==> src/hw/rtl/tccw_pkg.sv <==
package tccw_pkg;

   localparam int COLUMNS     = 80;
   localparam int ROWS        = 25;
   localparam int CELL_COUNT  = COLUMNS * ROWS;
   localparam int ADDR_W      = $clog2(CELL_COUNT);
   localparam int COL_W       = $clog2(COLUMNS);
   localparam int ROW_W       = $clog2(ROWS);
   localparam int KIND_W      = 2;
   localparam int CHAR_W      = 8;
   localparam int ATTR_W      = 8;
   localparam int CELL_W      = CHAR_W + ATTR_W;
   localparam int INDEX_W     = 11;
   localparam int POS_W       = 11;
   localparam int QUEUE_DEPTH = 2;
   localparam int QPTR_W      = $clog2(QUEUE_DEPTH);
   localparam int QCNT_W      = $clog2(QUEUE_DEPTH + 1);

   typedef logic [ADDR_W-1:0] addr_type;
   typedef logic [COL_W-1:0]  col_type;
   typedef logic [ROW_W-1:0]  row_type;

   localparam logic [KIND_W-1:0] KIND_PUT   = 2'd0;
   localparam logic [KIND_W-1:0] KIND_CLEAR = 2'd1;
   localparam logic [KIND_W-1:0] KIND_READ  = 2'd2;

   localparam logic [CHAR_W-1:0] CH_NEWLINE   = 8'd10;
   localparam logic [CHAR_W-1:0] CH_BACKSPACE = 8'd8;
   localparam logic [CHAR_W-1:0] CH_SPACE     = 8'd32;
   localparam logic [ATTR_W-1:0] RESET_ATTR   = 8'd15;

   localparam addr_type LAST_CELL     = addr_type'(CELL_COUNT - 1);
   localparam addr_type LAST_ROW_BASE = addr_type'((ROWS - 1) * COLUMNS);
   localparam addr_type COLUMNS_ADDR  = addr_type'(COLUMNS);
   localparam col_type  COL_LAST      = col_type'(COLUMNS - 1);
   localparam row_type  ROW_LAST      = row_type'(ROWS - 1);

   typedef enum logic [2:0] {
      OP_GLYPH,
      OP_NEWLINE,
      OP_BACKSPACE,
      OP_CLEAR,
      OP_READ,
      OP_NOP
   } op_type;

   typedef enum logic [2:0] {
      ST_INIT,
      ST_IDLE,
      ST_SWEEP,
      ST_SCROLL,
      ST_READ
   } back_state_type;

   typedef struct packed {
      op_type              op;
      logic [CHAR_W-1:0]   char_code;
      logic [INDEX_W-1:0]  cell_index;
   } cmd_type;

   typedef struct packed {
      logic full;
      logic empty;
   } queue_status_type;

endpackage

==> src/hw/rtl/tccw_front.sv <==
module tccw_front (
   input  logic                           start,
   output logic                           busy,
   input  logic [tccw_pkg::KIND_W-1:0]    req_kind,
   input  logic [tccw_pkg::CHAR_W-1:0]    req_char_code,
   input  logic [tccw_pkg::INDEX_W-1:0]   req_cell_index,
   input  tccw_pkg::queue_status_type     q_status,
   input  logic                           init_busy,
   output logic                           push,
   output tccw_pkg::cmd_type              cmd
);
   import tccw_pkg::*;

   assign busy = q_status.full || init_busy;
   assign push = start && !busy;

   always_comb begin
      cmd.char_code  = req_char_code;
      cmd.cell_index = req_cell_index;
      unique case (req_kind)
         KIND_PUT: begin
            unique case (req_char_code)
               CH_NEWLINE:   cmd.op = OP_NEWLINE;
               CH_BACKSPACE: cmd.op = OP_BACKSPACE;
               default:      cmd.op = OP_GLYPH;
            endcase
         end
         KIND_CLEAR: cmd.op = OP_CLEAR;
         KIND_READ: begin
            if (32'(req_cell_index) < CELL_COUNT) begin
               cmd.op = OP_READ;
            end else begin
               cmd.op = OP_NOP;
            end
         end
         default: cmd.op = OP_NOP;
      endcase
   end

endmodule

==> config.mk <==
export PLATFORM = sky130hd
export DESIGN_NAME = tccw_front
export DESIGN_NICKNAME = d
export VERILOG_FILES = /design/src/hw/rtl/tccw_pkg.sv /design/src/hw/rtl/tccw_front.sv
export SDC_FILE = /design/constraint.sdc
export NUM_CORES = 1
export LEC_CHECK = 0
export BUFFER_PORTS_ARGS = -buffer_cell sky130_fd_sc_hd__clkbuf_2
export CORE_AREA = 4 4 41 43
export DETAILED_ROUTE_END_ITERATION = 10
export DIE_AREA = 0 0 45 47
export PLACE_DENSITY = 0.61
export SYNTH_ARGS = -nofsm -noshare
export SYNTH_HDL_FRONTEND = slang
export SYNTH_SLANG_ARGS = --single-unit
==> constraint.sdc <==
create_clock -name vclk -period 2.69
set_input_delay 0.6725 -clock vclk [all_inputs]
set_output_delay 0.6725 -clock vclk [all_outputs]
set_load 0.02 [all_outputs]
==> results of run 1 <==
## per-layer routing
metal	routed length (um)	share of wire (%)	global-route usage, %	up-vias
li1	-	-	-	131
met1	157	25	5.39	103
met2	306	50	11.0	23
met3	150	24	0.766	2
met4	4	0.65	1.17	0
met5	0	0	0	-
## stage by stage
stage | setup WS (ns) | instance area, um^2 | hold WS (ns)
2_1_floorplan | 0.625 | 228 | 1.46
3_3_place_gp | 0.505 | 300 | 1.35
3_5_place_dp | 0.488 | 300 | 1.35
4_1_cts | 0.487 | 300 | 1.35
5_1_grt | 0.430 | 300 | 1.35
6_report | 0.526 | 300 | 1.35
## worst max path at each step
stage                           startpoint  endpoint  slack (ns)  cells after the start
after global placement    req_char_code[0]   cmd[19]        0.50                      5
after CTS                      req_kind[1]   cmd[19]        0.49                      5
after floorplan           req_char_code[0]   cmd[20]        0.62                      3
final                          req_kind[1]   cmd[19]        0.53                      5
after global routing      req_char_code[0]   cmd[19]        0.43                      5
after detailed placement       req_kind[1]   cmd[19]        0.49                      5
## logic make-up after synthesis
| family | count (synthesis) | synth area share [%] |
|---|---|---|
| simple gates | 7 | 23.1 |
| buf+inv | 22 | 67.6 |
| compound gates | 3 | 9.34 |
## power by group through the flow
stage               Clock, W  Sequential (W)  Combinational [W]
floorplan                  0               0          0.0000518
global placement           0               0          0.0000589
detailed placement         0               0          0.0000595
CTS                        0               0          0.0000596
global route               0               0          0.0000631
finish                     0               0          0.0000584
## area by class of cell
class / count / area share (%)
repair buffers: 40 / 66.7
multi-input cells: 10 / 24.6
well taps: 15 / 6.25
inverters: 2 / 2.50
==> impl_metrics.ini, run 1 <==
[timing]
min_period_over_period_pct = 80.4
relSlewSlack_pct = 82.9
tightest_slew_ns = 0.255
post-route-min-period_ns = 2.16
rsz0062_at_grt = false
hold_viol = 0
finalMaxSlewViolations = 0
setup_viol = 0
fmax_mhz = 462
tns_ns = 0

[pwr]
leakage_nw = 0.189
combPwrFrac_pct = 100.0
power.share.switching_pct = 60.1
power.internal_w = 0.0000233
power_density_nw_per_um2 = 194
power_switching_w = 0.0000351
ir_drop_mv = 0.0299
p_clk_share_pct = 0
power_frac_seq_pct = 0
finalPower_w = 0.0000584

[setup_path]
crit_path_end_kind = output port
cp_top_family = simple AND/OR/NAND/NOR gates
cp_max_fo = 4
cp.arrival_ns = 1.49
crit_chain = clkbuf_2, nor4b_2, nand3_1, o211ai_1, clkbuf_2
slowest_delay_ns = 0.29
start_kind = input pin
crit_top_cell = clkbuf_2
crit_slowest_cell = nor4b_2
path_class = input pin to output port
critPathBufInv = 2
critPathRequiredTime_ns = 2.02

[synthesis]
yosysMostFrequentCell = buf_4
synth_top_cell_by_area = buf_4
synthCells = 32
synth_area_um2 = 228
yosys_warnings = 0
yosysSeqAreaShare_pct = 0
ys_types = 12
synthTopCellsByArea = buf_4 63%, nor4b_2 6.6%, o211ai_1 6.6%, nor4_2 5.5%, inv_1 3.3%
yosysTopAreaCellShare_pct = 62.6
synthTopCellsByCount = 19 x buf_4, 2 x inv_1, 2 x o211ai_1
syn-num-nets = 57
syn_area_per_cell_um2 = 7.12

[outcome]
status = finished, final reports clean

[placement]
dp_hpwl_um = 625
io_buffers = 40
globalplace.congestion = 0.647
place_inst = 67

[floorplan]
start_util_pct = 17.5
ios = 49
rows = 13
dieWidth_um = 45
design.core.area_um2 = 1300
die-area_um2 = 2120
die_y_um = 47

[cells_and_area]
final-seq-area_um2 = 0
areaGrowthSynthToFinish_pct = 31.9
drive_above_1_share_pct = 82.7
fillers = 155
multiInputGateArea_um2 = 73.8
nets = 79
final_core_util_pct = 23.1
final_cell_mix = 40 x clkbuf_2, 2 x inv_1, 2 x o211ai_1
nClkBuffers = 0
seq_cells = 0
final_common_cell = clkbuf_2
antenna_cells = 0
layoutNonFillerInstCount = 67

[global_routing]
antenna_found_initial = 0
gr-total-overflow = 0
grt_pass1_wl_um = 883
grt_pass1_vias = 218
grt_max_degree = 5
grt_usage_pct = 5.27

[cts]
ctsResizeCount = 0
cts_setup_buffers = 0
ctsHoldBuffers = 0

[drt]
vias = 259
final_antenna_net_count = 0
drc = 0
vias_per_cell = 3.87
routed_wl_um = 618
wl_per_cell_um = 9.22
first_pass_iters = 1
drt_iter0_markers = 0

[min_path]
min_path_cells = 0
worstHoldStart = req_cell_index[1]
hold_end = cmd[1]
min_path_type = input pin to output port

[flow_run]
drv_cap = 0
No activity file was read; power rests on OpenSTA's default activity.
==> run 2, diff against run 1 <==
==> constraint.sdc (replaced) <==
create_clock -name vclk -period 2.2
set_input_delay 0.55 -clock vclk [all_inputs]
set_output_delay 0.55 -clock vclk [all_outputs]
set_load 0.02 [all_outputs]
==> impl_metrics.ini, run 2 (synthesis gave the netlist of run 1 again) <==
[outcome]
status = finished, final reports clean

[pwr]
combPwrFrac_pct = 100.0
leakage_nw = 0.189
p_clk_share_pct = 0
ir_drop_mv = 0.0366
power_density_nw_per_um2 = 238
power_frac_seq_pct = 0
power.share.switching_pct = 60.1
power.internal_w = 0.0000285
power_switching_w = 0.0000429

[timing]
setup_viol = 0
relSlewSlack_pct = 82.9
tightest_slew_ns = 0.255
hold_viol = 0
post-route-min-period_ns = 1.92
tns_ns = 0
finalWorstSetupSlack_ns = 0.281
min_period_over_period_pct = 87.2
rsz0062_at_grt = false
fmax_mhz = 521
finalMaxSlewViolations = 0

[drt]
first_pass_iters = 1
final_antenna_net_count = 0
routed_wl_um = 618
wl_per_cell_um = 9.22
vias_per_cell = 3.87
vias = 259
drc = 0
drt_iter0_markers = 0

[setup_path]
crit_chain = clkbuf_2, nor4b_2, nand3_1, o211ai_1, clkbuf_2
path_class = input pin to output port
cp.arrival_ns = 1.37
crit_path_end_kind = output port
crit_slowest_cell = nor4b_2
slowest_delay_ns = 0.29
start_kind = input pin
critPathRequiredTime_ns = 1.65
critPathBufInv = 2
cp_max_fo = 4
cp_top_family = simple AND/OR/NAND/NOR gates
crit_top_cell = clkbuf_2

[cells_and_area]
areaGrowthSynthToFinish_pct = 31.9
antenna_cells = 0
nets = 79
nClkBuffers = 0
seq_cells = 0
final-seq-area_um2 = 0
final_common_cell = clkbuf_2
final_cell_mix = 40 x clkbuf_2, 2 x inv_1, 2 x o211ai_1
drive_above_1_share_pct = 82.7

[floorplan]
rows = 13
dieWidth_um = 45
die-area_um2 = 2120
ios = 49
die_y_um = 47
start_util_pct = 17.5
design.core.area_um2 = 1300

[global_routing]
antenna_found_initial = 0
grt_pass1_vias = 218
grt_pass1_wl_um = 883
grt_max_degree = 5
grt_usage_pct = 5.27
gr-total-overflow = 0

[placement]
dp_slack_ns = 0.242
globalplace.congestion = 0.647
dp_hpwl_um = 625
io_buffers = 40

[cts]
ctsHoldBuffers = 0
cts_setup_buffers = 0
ctsResizeCount = 0

[min_path]
min_path_type = input pin to output port

[flow_run]
drv_cap = 0
run 2: cell counts in the layout (fill, tap and decap cells not counted):
Identical to the previous run, type by type.
run 2: per-stage QoR:
step,total power [W],hold slack (ns),area (um^2),std cells,utilization (%)
after floorplan,0.0000634,1.21,228,32,-
after global placement,0.0000720,1.10,300,67,23.1
after detailed placement,0.0000727,1.10,300,67,23.1
after CTS,0.0000729,1.10,300,67,23.1
after global routing,0.0000772,1.10,300,67,23.1
final,0.0000714,1.10,300,67,23.1
run 2: layout make-up:
type / count / area, um^2
Fill cell: 154 / 1000
Timing Repair Buffer: 40 / 200
Multi-Input combinational cell: 10 / 73.8
Tap cell: 15 / 18.8
Inverter: 2 / 7.51
run 2: metal layers:
metal | global-route usage, % | wire (um) | up-vias
met5 | 0 | 0 | -
met4 | 1.17 | 4 | 0
met3 | 0.766 | 150 | 2
met2 | 11.0 | 306 | 23
met1 | 5.39 | 157 | 103
li1 | - | - | 131
run 2: path summary, 6_finish.rpt:
path                               from      end  slack, ns  cells past startpoint
worst min-delay path  req_cell_index[1]   cmd[1]       1.10                      0
worst max-delay path        req_kind[1]  cmd[19]       0.28                      5
run 2: power groups by stage:
stage	logic, W	clock network (W)	registers (W)
final	0.0000714	0	0
after global routing	0.0000772	0	0
after CTS	0.0000729	0	0
after floorplan	0.0000634	0	0
after global placement	0.0000720	0	0
after detailed placement	0.0000727	0	0
==> run 3, diff against run 2 <==
--- a/config.mk
+++ b/config.mk
@@ -5,11 +5,12 @@
 export SDC_FILE = /design/constraint.sdc
 export NUM_CORES = 1
 export LEC_CHECK = 0
+export ABC_AREA = 1
 export BUFFER_PORTS_ARGS = -buffer_cell sky130_fd_sc_hd__clkbuf_2
 export CORE_AREA = 4 4 41 43
 export DETAILED_ROUTE_END_ITERATION = 10
 export DIE_AREA = 0 0 45 47
-export PLACE_DENSITY = 0.61
+export PLACE_DENSITY = 0.66
 export SYNTH_ARGS = -nofsm -noshare
 export SYNTH_HDL_FRONTEND = slang
 export SYNTH_SLANG_ARGS = --single-unit
==> impl_metrics.ini, run 3 <==
[synthesis]
syn_area_per_cell_um2 = 5.18
synthCells = 56
synth_area_um2 = 290
yosys_warnings = 0
yosysMostFrequentCell = buf_4
synthTopCellsByArea = buf_4 49%, inv_1 17%, nand2_1 17%, nor2_1 6.5%, nand3_1 3.4%
yosysTopAreaCellShare_pct = 49.1
yosysSeqAreaShare_pct = 0
ys_types = 9
synth_top_cell_by_area = buf_4
syn-num-nets = 81
synthTopCellsByCount = 19 x buf_4, 13 x inv_1, 13 x nand2_1

[setup_path]
cp_max_fo = 2
critPathRequiredTime_ns = 1.65
path_class = input pin to output port
crit_path_end_kind = output port
cp.arrival_ns = 1.23
start_kind = input pin

[pwr]
power_density_nw_per_um2 = 218
leakage_nw = 0.284
power_frac_seq_pct = 0
combPwrFrac_pct = 100.0
power_switching_w = 0.0000482
power.share.switching_pct = 60.8
finalPower_w = 0.0000792
ir_drop_mv = 0.0546
power.internal_w = 0.0000310
p_clk_share_pct = 0

[timing]
hold_viol = 0
rsz0062_at_grt = false
fmax_mhz = 563
post-route-min-period_ns = 1.78
finalMaxSlewViolations = 0
min_period_over_period_pct = 80.8
relSlewSlack_pct = 87.3
tns_ns = 0
tightest_slew_ns = 0.189
setup_viol = 0

[global_routing]
gr-total-overflow = 0
grt_pass1_wl_um = 883
antenna_found_initial = 0
grt_pass1_vias = 262
grt_usage_pct = 5.19
grt_max_degree = 4

[drt]
vias_per_cell = 3.55
wl_per_cell_um = 7.65
routed_wl_um = 696
first_pass_iters = 2
final_antenna_net_count = 0
vias = 323
drc = 0
drt_iter0_markers = 2

[cells_and_area]
final_common_cell = clkbuf_2
drive_above_1_share_pct = 53.9
nets = 103
final_area_um2 = 363
final_cell_mix = 40 x clkbuf_2, 13 x inv_1, 13 x nand2_1
seq_cells = 0
nClkBuffers = 0
antenna_cells = 0
final-seq-area_um2 = 0
areaGrowthSynthToFinish_pct = 25.0

[floorplan]
design.core.area_um2 = 1300
ios = 49
dieWidth_um = 45
die-area_um2 = 2120
start_util_pct = 22.3
rows = 13
die_y_um = 47

[flow_run]
drv_cap = 0

[cts]
ctsResizeCount = 0
cts_setup_buffers = 0
ctsHoldBuffers = 0

[placement]
io_buffers = 40
postPlaceCellArea_um2 = 363
globalplace.congestion = 0.580
dp_hpwl_um = 689

[outcome]
status = finished, final reports clean

[min_path]
min_path_type = input pin to output port
==> run 3: cell count changes after synthesis, sizes merged, moves of 2 or more <==
cell	previous run	this run
inv	2	13
nand2	1	13
nor2	1	6
o211ai	2	0
==> run 3: power groups by stage <==
stage          Clock (W)  Sequential (W)  Combinational (W)
2_1_floorplan          0               0          0.0000712
3_3_place_gp           0               0          0.0000793
3_5_place_dp           0               0          0.0000805
4_1_cts                0               0          0.0000807
5_1_grt                0               0          0.0000873
6_report               0               0          0.0000792
==> run 3: cell families after synthesis <==
group | share of synthesized area (%)
buffers and inverters | 67.2
and+or+nand+nor | 32.8
==> run 3: metal layers <==
metal / GRT usage [%] / share of wire [%] / wire [um] / vias to the layer above
met5: 0 / 0 / 0 / -
met3: 0.383 / 13 / 89 / 2
met2: 12.1 / 54 / 379 / 17
met1: 4.49 / 32 / 222 / 122
met4: 1.17 / 0.57 / 4 / 0
li1: - / - / - / 182
==> run 3: path summary, 6_finish.rpt <==
| kind | start | to | slack, ns | cells past startpoint |
|---|---|---|---|---|
| worst max-delay path | req_char_code[2] | cmd[20] | 0.42 | 7 |
| worst min-delay path | req_cell_index[0] | cmd[0] | 1.10 | 0 |
==> run 3: through the flow <==
step	hold slack [ns]	cells	worst slack (ns)	utilization, %
floorplan	1.21	56	0.474	-
global placement	1.10	91	0.399	27.9
detailed placement	1.10	91	0.385	27.9
CTS	1.10	91	0.384	27.9
global route	1.10	91	0.292	27.9
finish	1.10	91	0.422	27.9
==> run 3: layout make-up <==
class                      count  area [um^2]
inverter                      13         48.8
multi-input combinational     23         95.1
fill                         170          938
timing repair buffer          40          200
tap                           15         18.8
==> run 3: critical path, stage by stage <==
cell      delay [ns]
clkbuf_2        0.09
inv_1           0.04
nand2_1         0.05
nor3_1          0.16
nand3_1         0.10
nand2_1         0.07
clkbuf_2        0.16
