==> config.mk <==
export PLATFORM = sky130hd
export DESIGN_NAME = tccw_queue
export DESIGN_NICKNAME = d
export VERILOG_FILES = /design/src/hw/rtl/tccw_pkg.sv /design/src/hw/rtl/tccw_queue.sv
export SDC_FILE = /design/constraint.sdc
export NUM_CORES = 1
export LEC_CHECK = 0
export ABC_AREA = 1
export BUFFER_PORTS_ARGS = -buffer_cell sky130_fd_sc_hd__buf_2
export CORE_MARGIN = 10
export CORE_UTILIZATION = 40
export DETAILED_ROUTE_END_ITERATION = 6
export GPL_TIMING_DRIVEN = 0
export MAX_ROUTING_LAYER = met4
export SLEW_MARGIN = 20
export SYNTH_ARGS = -nofsm -noshare
export SYNTH_HDL_FRONTEND = slang
export SYNTH_SLANG_ARGS = --single-unit
export TNS_END_PERCENT = 30
==> constraint.sdc <==
create_clock -name clock -period 5.1 [get_ports clock]
set_input_delay 1.53 -clock clock [delete_from_list [all_inputs] [get_ports clock]]
set_output_delay 1.53 -clock clock [all_outputs]
set_load 0.05 [all_outputs]
==> src/hw/rtl/tccw_pkg.sv <==
package tccw_pkg;

   localparam int COLUMNS     = 80;
   localparam int ROWS        = 25;
   localparam int CELL_COUNT  = COLUMNS * ROWS;
   localparam int ADDR_W      = $clog2(CELL_COUNT);
   localparam int COL_W       = $clog2(COLUMNS);
   localparam int ROW_W       = $clog2(ROWS);
   localparam int KIND_W      = 2;
   localparam int CHAR_W      = 8;
   localparam int ATTR_W      = 8;
   localparam int CELL_W      = CHAR_W + ATTR_W;
   localparam int INDEX_W     = 11;
   localparam int POS_W       = 11;
   localparam int QUEUE_DEPTH = 2;
   localparam int QPTR_W      = $clog2(QUEUE_DEPTH);
   localparam int QCNT_W      = $clog2(QUEUE_DEPTH + 1);

   typedef logic [ADDR_W-1:0] addr_type;
   typedef logic [COL_W-1:0]  col_type;
   typedef logic [ROW_W-1:0]  row_type;

   localparam logic [KIND_W-1:0] KIND_PUT   = 2'd0;
   localparam logic [KIND_W-1:0] KIND_CLEAR = 2'd1;
   localparam logic [KIND_W-1:0] KIND_READ  = 2'd2;

   localparam logic [CHAR_W-1:0] CH_NEWLINE   = 8'd10;
   localparam logic [CHAR_W-1:0] CH_BACKSPACE = 8'd8;
   localparam logic [CHAR_W-1:0] CH_SPACE     = 8'd32;
   localparam logic [ATTR_W-1:0] RESET_ATTR   = 8'd15;

   localparam addr_type LAST_CELL     = addr_type'(CELL_COUNT - 1);
   localparam addr_type LAST_ROW_BASE = addr_type'((ROWS - 1) * COLUMNS);
   localparam addr_type COLUMNS_ADDR  = addr_type'(COLUMNS);
   localparam col_type  COL_LAST      = col_type'(COLUMNS - 1);
   localparam row_type  ROW_LAST      = row_type'(ROWS - 1);

   typedef enum logic [2:0] {
      OP_GLYPH,
      OP_NEWLINE,
      OP_BACKSPACE,
      OP_CLEAR,
      OP_READ,
      OP_NOP
   } op_type;

   typedef enum logic [2:0] {
      ST_INIT,
      ST_IDLE,
      ST_SWEEP,
      ST_SCROLL,
      ST_READ
   } back_state_type;

   typedef struct packed {
      op_type              op;
      logic [CHAR_W-1:0]   char_code;
      logic [INDEX_W-1:0]  cell_index;
   } cmd_type;

   typedef struct packed {
      logic full;
      logic empty;
   } queue_status_type;

endpackage

==> src/hw/rtl/tccw_queue.sv <==
module tccw_queue (
   input  logic                       clock,
   input  logic                       reset,
   input  logic                       push,
   input  tccw_pkg::cmd_type          push_cmd,
   input  logic                       pop,
   output tccw_pkg::cmd_type          head_cmd,
   output tccw_pkg::queue_status_type status
);
   import tccw_pkg::*;

   cmd_type               entry_ff [QUEUE_DEPTH];
   logic [QPTR_W-1:0]     wr_ptr_ff, wr_ptr_in;
   logic [QPTR_W-1:0]     rd_ptr_ff, rd_ptr_in;
   logic [QCNT_W-1:0]     count_ff, count_in;
   logic                  do_push;
   logic                  do_pop;

   assign status.full  = (count_ff == QCNT_W'(QUEUE_DEPTH));
   assign status.empty = (count_ff == '0);
   assign do_push      = push && !status.full;
   assign do_pop       = pop && !status.empty;
   assign head_cmd     = entry_ff[rd_ptr_ff];

   always_comb begin
      wr_ptr_in = wr_ptr_ff;
      rd_ptr_in = rd_ptr_ff;
      count_in  = count_ff;
      if (do_push) begin
         wr_ptr_in = (wr_ptr_ff == QPTR_W'(QUEUE_DEPTH - 1)) ? '0 : wr_ptr_ff + QPTR_W'(1);
      end
      if (do_pop) begin
         rd_ptr_in = (rd_ptr_ff == QPTR_W'(QUEUE_DEPTH - 1)) ? '0 : rd_ptr_ff + QPTR_W'(1);
      end
      if (do_push && !do_pop) begin
         count_in = count_ff + QCNT_W'(1);
      end else if (do_pop && !do_push) begin
         count_in = count_ff - QCNT_W'(1);
      end
   end

   always_ff @(posedge clock) begin
      if (reset) begin
         wr_ptr_ff <= '0;
         rd_ptr_ff <= '0;
         count_ff  <= '0;
      end else begin
         wr_ptr_ff <= wr_ptr_in;
         rd_ptr_ff <= rd_ptr_in;
         count_ff  <= count_in;
      end
   end

   always_ff @(posedge clock) begin
      if (do_push) begin
         entry_ff[wr_ptr_ff] <= push_cmd;
      end
   end

endmodule

==> results of run 1 <==
## report_power, final
group          switching, mW  internal (mW)
sequential            0.0276          0.509
combinational          0.337          0.130
clock                  0.117          0.111
total                  0.482          0.750
## logic make-up (layout without fill, tap and decap cells)
kind of cell	count (synthesis)	in the layout
AO/OA/AOI/OAI	6	6
AND/OR/NAND/NOR	16	16
flip-flops	49	49
adder cells (fa/ha/maj)	1	1
multiplexers	22	22
buffers and inverters	11	68
## worst max path at each step
stage	from	to	slack [ns]	cells past startpoint
after global placement	push	entry_ff[1][12]	1.49	3
after CTS	flop	head_cmd[9]	2.09	3
final	flop	head_cmd[8]	2.12	3
after global routing	flop	head_cmd[7]	2.05	3
after floorplan	push	entry_ff[1][0]	2.15	2
after detailed placement	flop	head_cmd[9]	2.41	3
## per-stage QoR
step | power (mW) | hold slack (ns) | cell area, um^2
3_5_place_dp | 1.02 | 0.539 | 2170
2_1_floorplan | 0.907 | 0.474 | 1840
5_1_grt | 1.29 | 0.574 | 2260
3_3_place_gp | 1.00 | 0.487 | 2150
6_report | 1.23 | 0.547 | 2260
4_1_cts | 1.25 | 0.550 | 2260
## cell usage in the layout (no fill, tap or decap), types with 2 or more instances in the layout
cell	count
buf_2	49
buf_6	2
clkbuf_1	2
clkbuf_8	6
dfxtp_1	5
edfxtp_1	44
inv_1	6
inv_2	3
mux2_2	22
nand2_1	3
nor2_1	7
nor2_4	2
o21ai_0	2
o21ai_2	2
## state kept, by name, summed over array words and instances, names as in the netlist, named ones only
signal	flops
count_ff	2
wr_ptr_ff	1
entry_ff	44
rd_ptr_ff	1
## per-layer routing
metal	track usage, %	up-vias	share of wire, %
li1	-	496	-
met1	8.99	505	36
met2	17.6	24	57
met3	2.88	6	5.1
met4	3.91	0	1.4
met5	-	-	0
## final cells by class
cell class | instances | share of cell area (%)
clock buffers | 8 | 3.99
plain buffers | 2 | 0.997
inverters | 9 | 1.50
repair buffers | 49 | 10.9
well taps | 52 | 2.88
flip-flops and latches | 49 | 62.9
multi-input cells | 45 | 16.9
## critical path, stage by stage, from the launching register on
cell	delay, ns
dfxtp_1	0.42
buf_6	0.19
mux2_2	0.33
buf_2	0.21
==> results.py, run 1 <==
metrics = {
    "run_status": {
        "status": "complete, no violations",
    },
    "final_layout": {
        "drive_above_1_share_pct": 53.7,
        "seq_area_um2": 1420,
        "final_nets": 188,
        "stdcell_count": 214,
        "fillers": 389,
        "antenna_cells": 0,
        "fin_util_pct": 51.2,
        "area_growth_pct": 22.5,
        "multi_input_area_um2": 382,
    },
    "clock_network": {
        "cts.sinks": 49,
        "cts_buffers": 5,
        "cts_tree": "yes",
        "clk_path_buf_depth": 2,
        "path_clk_slew_ns": 0.08,
        "post-cts-setup-buffer-count": 0,
        "clkLatencyLatePin_ns": 0.30,
        "ctsResizeCount": 0,
        "cts_root_buf": "clkbuf_8",
        "htreeDepth": 2,
        "holdBufCountCts": 0,
    },
    "worst_setup_path": {
        "ff2ff_setup_slack_ns": 3.50,
        "required_ns": 3.57,
        "worstRegToRegCells": 9,
        "setup.worst_path.start_class": "flop",
        "critPathArrivalTime_ns": 1.45,
        "r2r_end": "count_ff[1]",
        "r2r-start": "count_ff[1]",
        "path_max_fanout": 10,
        "critical_path_class": "flop to output pin",
        "endpoint_kind": "output pin",
    },
    "flow_run": {
        "maxCapViolCount": 0,
    },
    "logic_synthesis": {
        "synth.net_count": 132,
        "syn-instance-count": 105,
        "yosysMostFrequentCell": "edfxtp_1",
        "synth_area_leaders": "edfxtp_1, mux2_2, dfxtp_1",
        "synth_top_cell_area_share_pct": 71.6,
        "yosys.area_share.simple_pct": 3.73,
        "async_reset_ff_share_pct": 0,
        "synth_edf_count": 44,
        "synth_seq_cells": 49,
        "ys_top_cells_by_count": "edfxtp_1, mux2_2, nor2_1",
        "synth.avg_cell_area_um2": 17.6,
        "synth-seq-area-share_pct": 77.1,
        "yosysTopAreaCell": "edfxtp_1",
        "synthFlopType": "edfxtp_1",
        "yosys.area_share.xor_xnor_pct": 0,
        "syn-cell-area_um2": 1840,
        "synth_fa_ha_area_share_pct": 0.678,
        "synth-compound-area-share_pct": 2.04,
        "yosysWarnings": 0,
        "synth_top_family_by_area": "multiplexers",
        "muxShareOfSynthArea_pct": 13.4,
        "yosysUniqueCellTypes": 17,
    },
    "worst_hold_path": {
        "min_from": "wr_ptr_ff",
        "worst_hold_path.endpoint": "wr_ptr_ff",
        "hold_class": "flop to flop",
        "hold_depth": 2,
    },
    "detailed_routing": {
        "drtIter0Drc": 55,
        "drtPass1Iterations": 4,
        "ant_nets": 0,
        "drc_errors": 0,
        "vias_per_cell": 4.82,
        "vias": 1031,
        "totalWireLength_um": 3550,
        "routedWlPerCell_um": 16.6,
    },
    "floorplan": {
        "ios": 50,
        "num_rows": 24,
        "fp.dieW_um": 87.9,
        "fp.dieH_um": 87.9,
        "dieArea_um2": 7730,
        "core_um2": 4410,
        "start_util_pct": 41.8,
    },
    "place": {
        "hpwlAfterDp_um": 2590,
        "preCtsSetupSlack_ns": 2.41,
        "placed_cells": 206,
        "place_congestion": 0.712,
        "numPortBuffers": 49,
    },
    "global_route": {
        "grt_pass1_wl_um": 5460,
        "overflow": 0,
        "grt_usage_pct": 9.57,
        "grt_max_degree": 23,
        "antenna_found_initial": 0,
        "grt_pass1_vias": 1178,
    },
    "timing": {
        "fin_worst_skew_ns": 0.00451,
        "layout_worst_path_cycle_share_pct": 58.5,
        "slew_headroom_pct": 56.1,
        "drv_slew": 0,
        "fin_crit_ns": 2.98,
        "clock.fmax_ghz": 0.335,
        "rsz0062_at_grt": "no",
        "hold_violations": 0,
        "tightestPinTransition_ns": 0.657,
        "fin_ws_ns": 2.12,
        "setup_viol": 0,
        "finalSetupTns_ns": 0,
    },
    "power_and_ir_drop": {
        "p_leak_nw": 0.870,
        "peakVddDrop_mv": 0.443,
        "powerDensity_nw_per_um2": 545,
    },
}
Power figures use the tool's default switching activity.
==> inputs of run 2 (changes only) <==
--- a/config.mk
+++ b/config.mk
@@ -5,7 +5,7 @@
 export SDC_FILE = /design/constraint.sdc
 export NUM_CORES = 1
 export LEC_CHECK = 0
-export ABC_AREA = 1
+export ABC_AREA = 0
 export BUFFER_PORTS_ARGS = -buffer_cell sky130_fd_sc_hd__buf_2
 export CORE_MARGIN = 10
 export CORE_UTILIZATION = 40
==> constraint.sdc (replaced) <==
create_clock -name clock -period 2.9 [get_ports clock]
set_input_delay 0.87 -clock clock [delete_from_list [all_inputs] [get_ports clock]]
set_output_delay 0.87 -clock clock [all_outputs]
set_load 0.05 [all_outputs]
==> run 2 against run 1 <==
  * Combinational power rose by 84%
  * Clock skew up 0.0014 ns
  * Routed wire length down 4.1%
  * Synthesized cell count down 11%
  * Die area fell by 2.0%
  * Worst setup slack got worse by 1.6 ns
  * Sequential share of layout area is 1.5 points higher
  * Clock-buffer cell count decreased by 1
  * Clock power increased by 86%
  * Sequential power increased by 74%
  * Global-route usage shrank 0.16 points
  * Highest routed layer unchanged
==> results.py, run 2 <==
metrics = {
    "final_layout": {
        "largest-register": "entry_ff",
        "fillers": 378,
        "drive_above_1_share_pct": 54.7,
        "final_cell_mix": "buf_2, edfxtp_1, mux2_2",
        "stdcell_count": 202,
        "final_nets": 176,
        "area_growth_pct": 22.9,
        "top_regs": "entry_ff (44), count_ff (2)",
        "final_common_cell": "buf_2",
        "largest_reg_flops": 44,
        "antenna_cells": 0,
    },
    "worst_setup_path": {
        "r2r-start": "count_ff[1]",
        "worstRegToRegCells": 3,
        "crit_path_frequent_cell": "buf_2",
        "critical_path_class": "flop to output pin",
        "r2r_end": "entry_ff[1][10]",
        "cp_cell_sequence": "buf_2, mux2_2, buf_2",
        "endpoint_kind": "output pin",
        "cp_slowest_cell": "dfxtp_1",
        "critPathArrivalTime_ns": 1.53,
        "ff2ff_setup_slack_ns": 0.99,
        "setup.worst_path.start_class": "flop",
        "critPathMaxStageDelay_ns": 0.38,
        "path_max_fanout": 10,
        "required_ns": 2.03,
    },
    "clock_network": {
        "cts_root_buf": "clkbuf_8",
        "cts_tree": "yes",
        "post-cts-setup-buffer-count": 0,
        "holdBufCountCts": 0,
        "path_clk_slew_ns": 0.08,
        "clk_path_buf_depth": 2,
        "htreeDepth": 2,
        "cts.sinks": 49,
        "clkLatencyLatePin_ns": 0.29,
        "ctsResizeCount": 0,
        "cts_buffers": 5,
    },
    "logic_synthesis": {
        "yosysTopAreaCell": "edfxtp_1",
        "yosysMostFrequentCell": "edfxtp_1",
        "syn-cell-area_um2": 1800,
        "synth.net_count": 120,
        "synth_area_leaders": "edfxtp_1, mux2_2, dfxtp_1",
        "syn-instance-count": 93,
        "synth_seq_cells": 49,
        "yosysUniqueCellTypes": 13,
        "yosysWarnings": 0,
        "ys_top_cells_by_count": "edfxtp_1, mux2_2, dfxtp_1, nor2_1",
        "async_reset_ff_share_pct": 0,
        "synth-seq-area-share_pct": 79.1,
        "synth_top_cell_area_share_pct": 73.5,
        "synth_edf_count": 44,
        "synth.avg_cell_area_um2": 19.3,
        "synthFlopType": "edfxtp_1",
    },
    "power_and_ir_drop": {
        "peakVddDrop_mv": 0.564,
        "swShare_pct": 39.2,
        "p_leak_nw": 0.850,
        "p_comb_share_pct": 38.7,
        "sequentialPowerShare_pct": 42.1,
        "powerDensity_nw_per_um2": 1000,
        "pwr-share-clk_pct": 19.2,
        "internal-power_mw": 1.35,
        "p_switching_mw": 0.869,
    },
    "timing": {
        "setup_viol": 0,
        "finalSetupTns_ns": 0,
        "rsz0062_at_grt": "no",
        "slew_headroom_pct": 28.5,
        "fin_worst_skew_ns": 0.00593,
        "layout_worst_path_cycle_share_pct": 82.9,
        "tightestPinTransition_ns": 1.07,
        "hold_violations": 0,
        "clock.fmax_ghz": 0.416,
        "fin_crit_ns": 2.40,
        "drv_slew": 0,
    },
    "detailed_routing": {
        "drtIter0Drc": 22,
        "vias": 960,
        "drtPass1Iterations": 4,
        "drc_errors": 0,
        "totalWireLength_um": 3400,
        "routedWlPerCell_um": 16.8,
        "vias_per_cell": 4.75,
        "ant_nets": 0,
    },
    "place": {
        "placed_cells": 194,
        "place_congestion": 0.709,
        "numPortBuffers": 49,
        "hpwlAfterDp_um": 2490,
    },
    "global_route": {
        "grt_use_met2_pct": 16.3,
        "grt_pass1_vias": 1122,
        "use_met3_pct": 4.31,
        "grt-busiest-layer": "met2",
        "grt_max_degree": 23,
        "antenna_found_initial": 0,
        "grt_usage_pct": 9.41,
        "grt_use_met1_pct": 9.09,
        "grt_pass1_wl_um": 5240,
        "overflow": 0,
    },
    "floorplan": {
        "num_rows": 24,
        "fp.dieH_um": 87.0,
        "ios": 50,
        "core_um2": 4350,
        "dieArea_um2": 7570,
        "start_util_pct": 41.3,
        "fp.dieW_um": 87.0,
    },
    "worst_hold_path": {
        "min_from": "wr_ptr_ff",
        "worst_hold_path.endpoint": "wr_ptr_ff",
        "hold_class": "flop to flop",
        "hold_depth": 2,
    },
    "run_status": {
        "status": "complete, no violations",
    },
    "flow_run": {
        "maxCapViolCount": 0,
    },
}
==> run 2: changes by cell type after synthesis, sizes merged, moves of 2 or more <==
cell | before | now
inv | 9 | 2
o21ai | 5 | 3
xor2 | 0 | 3
nand2 | 4 | 0
or3 | 0 | 2
nor2 | 9 | 5
==> run 2: routing by layer <==
layer,part of all wire (%),wire length (um)
met1,37,1270
met2,55,1880
met3,6.2,212
met4,1.3,44
met5,0,0
==> run 2: worst max-delay path, delay by kind of cell (launching register included) <==
family | cells | cell delay (ns)
flops | 1 | 0.38
mux | 1 | 0.36
buf+inv | 2 | 0.49
==> run 2: power groups by stage <==
stage | registers [mW] | clock network [mW] | logic [mW]
2_1_floorplan | 0.936 | 0 | 0.687
3_3_place_gp | 0.942 | 0 | 0.855
6_report | 0.933 | 0.425 | 0.858
4_1_cts | 0.935 | 0.439 | 0.874
3_5_place_dp | 0.951 | 0 | 0.873
5_1_grt | 0.946 | 0.468 | 0.910
==> run 2: area by class of cell <==
| cell class | instances | area (um^2) | area share, % |
|---|---|---|---|
| Multi-Input combinational cell | 40 | 358 | 16.2 |
| Inverter | 2 | 7.51 | 0.340 |
| Timing Repair Buffer | 49 | 245 | 11.1 |
| Clock buffer | 7 | 96.3 | 4.36 |
| Tap cell | 52 | 65.1 | 2.95 |
| Clock inverter | 1 | 5.00 | 0.227 |
| Sequential cell | 49 | 1420 | 64.4 |
| Buffer | 2 | 10.0 | 0.453 |
==> run 2: cells by family (layout without fill, tap and decap cells) <==
family,count (synthesis),in the layout,share of synthesized area [%]
XOR/XNOR,3,3,1.46
adder cells (fa/ha/maj),1,1,0.696
buffers and inverters,4,61,0.975
multiplexers,22,22,13.8
flip-flops,49,49,79.1
AO/OA/AOI/OAI,5,5,1.39
AND/OR/NAND/NOR,9,9,2.58
==> run 2: how the worst max path moves through the flow <==
| stage | depth (start not counted) | start | slack, ns | endpoint |
|---|---|---|---|---|
| after CTS | 3 | flop | 0.45 | head_cmd[14] |
| after floorplan | 3 | push | 0.81 | entry_ff[0][0] |
| after detailed placement | 4 | push | 0.44 | entry_ff[0][18] |
| after global placement | 4 | push | 0.49 | entry_ff[0][13] |
| after global routing | 3 | flop | 0.39 | head_cmd[17] |
| final | 3 | flop | 0.50 | head_cmd[20] |
==> run 2: per-stage QoR <==
step / cell area (um^2) / hold WS (ns) / setup WS, ns / utilization (%) / total power, mW
floorplan: 1800 / 0.452 / 0.806 / - / 1.62
global placement: 2110 / 0.468 / 0.489 / 48.4 / 1.80
detailed placement: 2110 / 0.491 / 0.437 / 48.4 / 1.82
CTS: 2210 / 0.504 / 0.451 / 50.7 / 2.25
global route: 2210 / 0.544 / 0.393 / 50.7 / 2.32
finish: 2210 / 0.502 / 0.496 / 50.7 / 2.22
==> inputs of run 3 (changes only) <==
--- a/config.mk
+++ b/config.mk
@@ -12,6 +12,7 @@
 export DETAILED_ROUTE_END_ITERATION = 6
 export GPL_TIMING_DRIVEN = 0
 export MAX_ROUTING_LAYER = met4
+export PLACE_DENSITY = 0.66
 export SLEW_MARGIN = 20
 export SYNTH_ARGS = -nofsm -noshare
 export SYNTH_HDL_FRONTEND = slang
==> constraint.sdc (replaced) <==
create_clock -name clock -period 2.1 [get_ports clock]
set_input_delay 0.63 -clock clock [delete_from_list [all_inputs] [get_ports clock]]
set_output_delay 0.63 -clock clock [all_outputs]
set_load 0.05 [all_outputs]
==> run 3 against run 2 <==
  * Non-clock buffer count unchanged
  * Clock-buffer cell count unchanged
  * Register-to-register slack worse by 0.80 ns
  * Combinational power up 40%
  * Cell count unchanged
  * Routed wire length down 1.1%
  * Cell area up 0.62%
  * Sequential power up 38%
  * Die area unchanged
  * Worst hold slack better by 0.0099 ns
  * Clock power up 37%
  * Via count up 0.52%
==> results.py, run 3 (synthesized netlist as in run 2, its figures left out) <==
metrics = {
    "timing": {
        "tightestPinTransition_ns": 1.05,
        "fin_worst_skew_ns": 0.00882,
        "clock.fmax_ghz": 0.494,
        "hold_violations": 0,
        "whs_ns": 0.512,
        "layout_worst_path_cycle_share_pct": 96.4,
        "fin_ws_ns": 0.0749,
        "fin_crit_ns": 2.03,
        "slew_headroom_pct": 30.2,
        "rsz0062_at_grt": "no",
        "drv_slew": 0,
        "setup_viol": 0,
        "finalSetupTns_ns": 0,
    },
    "run_status": {
        "status": "complete, no violations",
    },
    "global_route": {
        "antenna_found_initial": 0,
        "grt_pass1_vias": 1091,
        "grt_use_met1_pct": 9.37,
        "use_met3_pct": 1.87,
        "overflow": 0,
        "grt_usage_pct": 9.08,
        "grt_max_degree": 23,
        "grt-busiest-layer": "met2",
        "grt_use_met2_pct": 16.0,
        "grt_pass1_wl_um": 5180,
    },
    "place": {
        "placed_cells": 194,
        "numPortBuffers": 49,
        "preCtsSetupSlack_ns": -0.0938,
        "dpl-instance-area_um2": 2110,
        "place_congestion": 0.690,
        "hpwlAfterDp_um": 2500,
    },
    "final_layout": {
        "area_growth_pct": 23.7,
        "final_nets": 176,
        "fin_util_pct": 51.0,
        "stdcell_count": 202,
        "final_common_cell": "buf_2",
        "largest-register": "entry_ff",
        "top_regs": "entry_ff (44), count_ff (2)",
        "drive_above_1_share_pct": 55.3,
        "largest_reg_flops": 44,
        "antenna_cells": 0,
        "fillers": 376,
        "final_cell_mix": "buf_2, edfxtp_1, mux2_2",
        "final_cell_area_um2": 2220,
    },
    "clock_network": {
        "cts_tree": "yes",
        "clk_path_buf_depth": 2,
        "clkLatencyLatePin_ns": 0.29,
        "cts_root_buf": "clkbuf_8",
        "cts_buffers": 5,
        "path_clk_slew_ns": 0.09,
        "htreeDepth": 2,
        "cts.sinks": 49,
    },
    "floorplan": {
        "ios": 50,
        "core_um2": 4350,
        "dieArea_um2": 7570,
        "fp.dieH_um": 87.0,
        "fp.dieW_um": 87.0,
        "num_rows": 24,
        "start_util_pct": 41.3,
    },
    "detailed_routing": {
        "vias_per_cell": 4.78,
        "routedWlPerCell_um": 16.7,
        "drtIter0Drc": 28,
        "ant_nets": 0,
        "totalWireLength_um": 3370,
        "drtPass1Iterations": 4,
        "drc_errors": 0,
        "vias": 965,
    },
    "worst_setup_path": {
        "critical_path_class": "flop to output pin",
        "cp_slowest_cell": "dfxtp_2",
        "cp_cell_sequence": "buf_6, mux2_2, buf_2",
        "endpoint_kind": "output pin",
        "setup.worst_path.start_class": "flop",
        "path_max_fanout": 10,
        "critPathArrivalTime_ns": 1.40,
        "critPathMaxStageDelay_ns": 0.38,
        "required_ns": 1.47,
    },
    "power_and_ir_drop": {
        "peakVddDrop_mv": 0.852,
        "p_leak_nw": 0.852,
        "powerDensity_nw_per_um2": 1390,
        "power_mw": 3.08,
    },
    "flow_run": {
        "maxCapViolCount": 0,
    },
    "worst_hold_path": {
        "hold_class": "flop to flop",
    },
}
==> run 3: what timing repair did <==
action                                 4_1_cts  5_1_grt
endpoints found under the hold margin        0        0
buffers inserted                             0        0
setup endpoints to repair                   20       20
hold buffers                                 0        0
gates resized for setup                      2        3
==> run 3: area by class of cell <==
type | count | area, um^2 | share of cell area (%)
buffer | 2 | 22.5 | 1.01
clock buffer | 7 | 96.3 | 4.34
clock inverter | 1 | 5.00 | 0.225
inverter | 2 | 7.51 | 0.338
multi-input combinational | 40 | 358 | 16.1
sequential | 49 | 1420 | 64.0
tap | 52 | 65.1 | 2.93
timing repair buffer | 49 | 245 | 11.0
==> run 3: path summary, 6_finish.rpt <==
path	slack (ns)	from	cells after the start	end
hold / removal	0.51	rd_ptr_ff	2	rd_ptr_ff
hold reg to reg	0.51	rd_ptr_ff	2	rd_ptr_ff
setup / recovery	0.07	flop	3	head_cmd[19]
setup reg to reg	0.19	count_ff[0]	3	entry_ff[0][19]
==> run 3: layer usage <==
layer / vias up / part of all wire, %
met2: 25 / 58
li1: 461 / -
met4: 0 / 1.7
met3: 8 / 3.6
met1: 471 / 37
met5: - / 0
==> run 3: where the power goes <==
group          switching (mW)  leakage, nW  total [mW]  internal (mW)
logic                   0.857        0.345        1.20          0.346
registers              0.0595        0.453        1.29           1.23
clock network           0.286       0.0542       0.584          0.298
==> run 3: worst max-delay path, delay by kind of cell (launching register included) <==
family                 cells  cell delay (ns)
multiplexers               1             0.34
buffers and inverters      2             0.37
flip-flops                 1             0.38
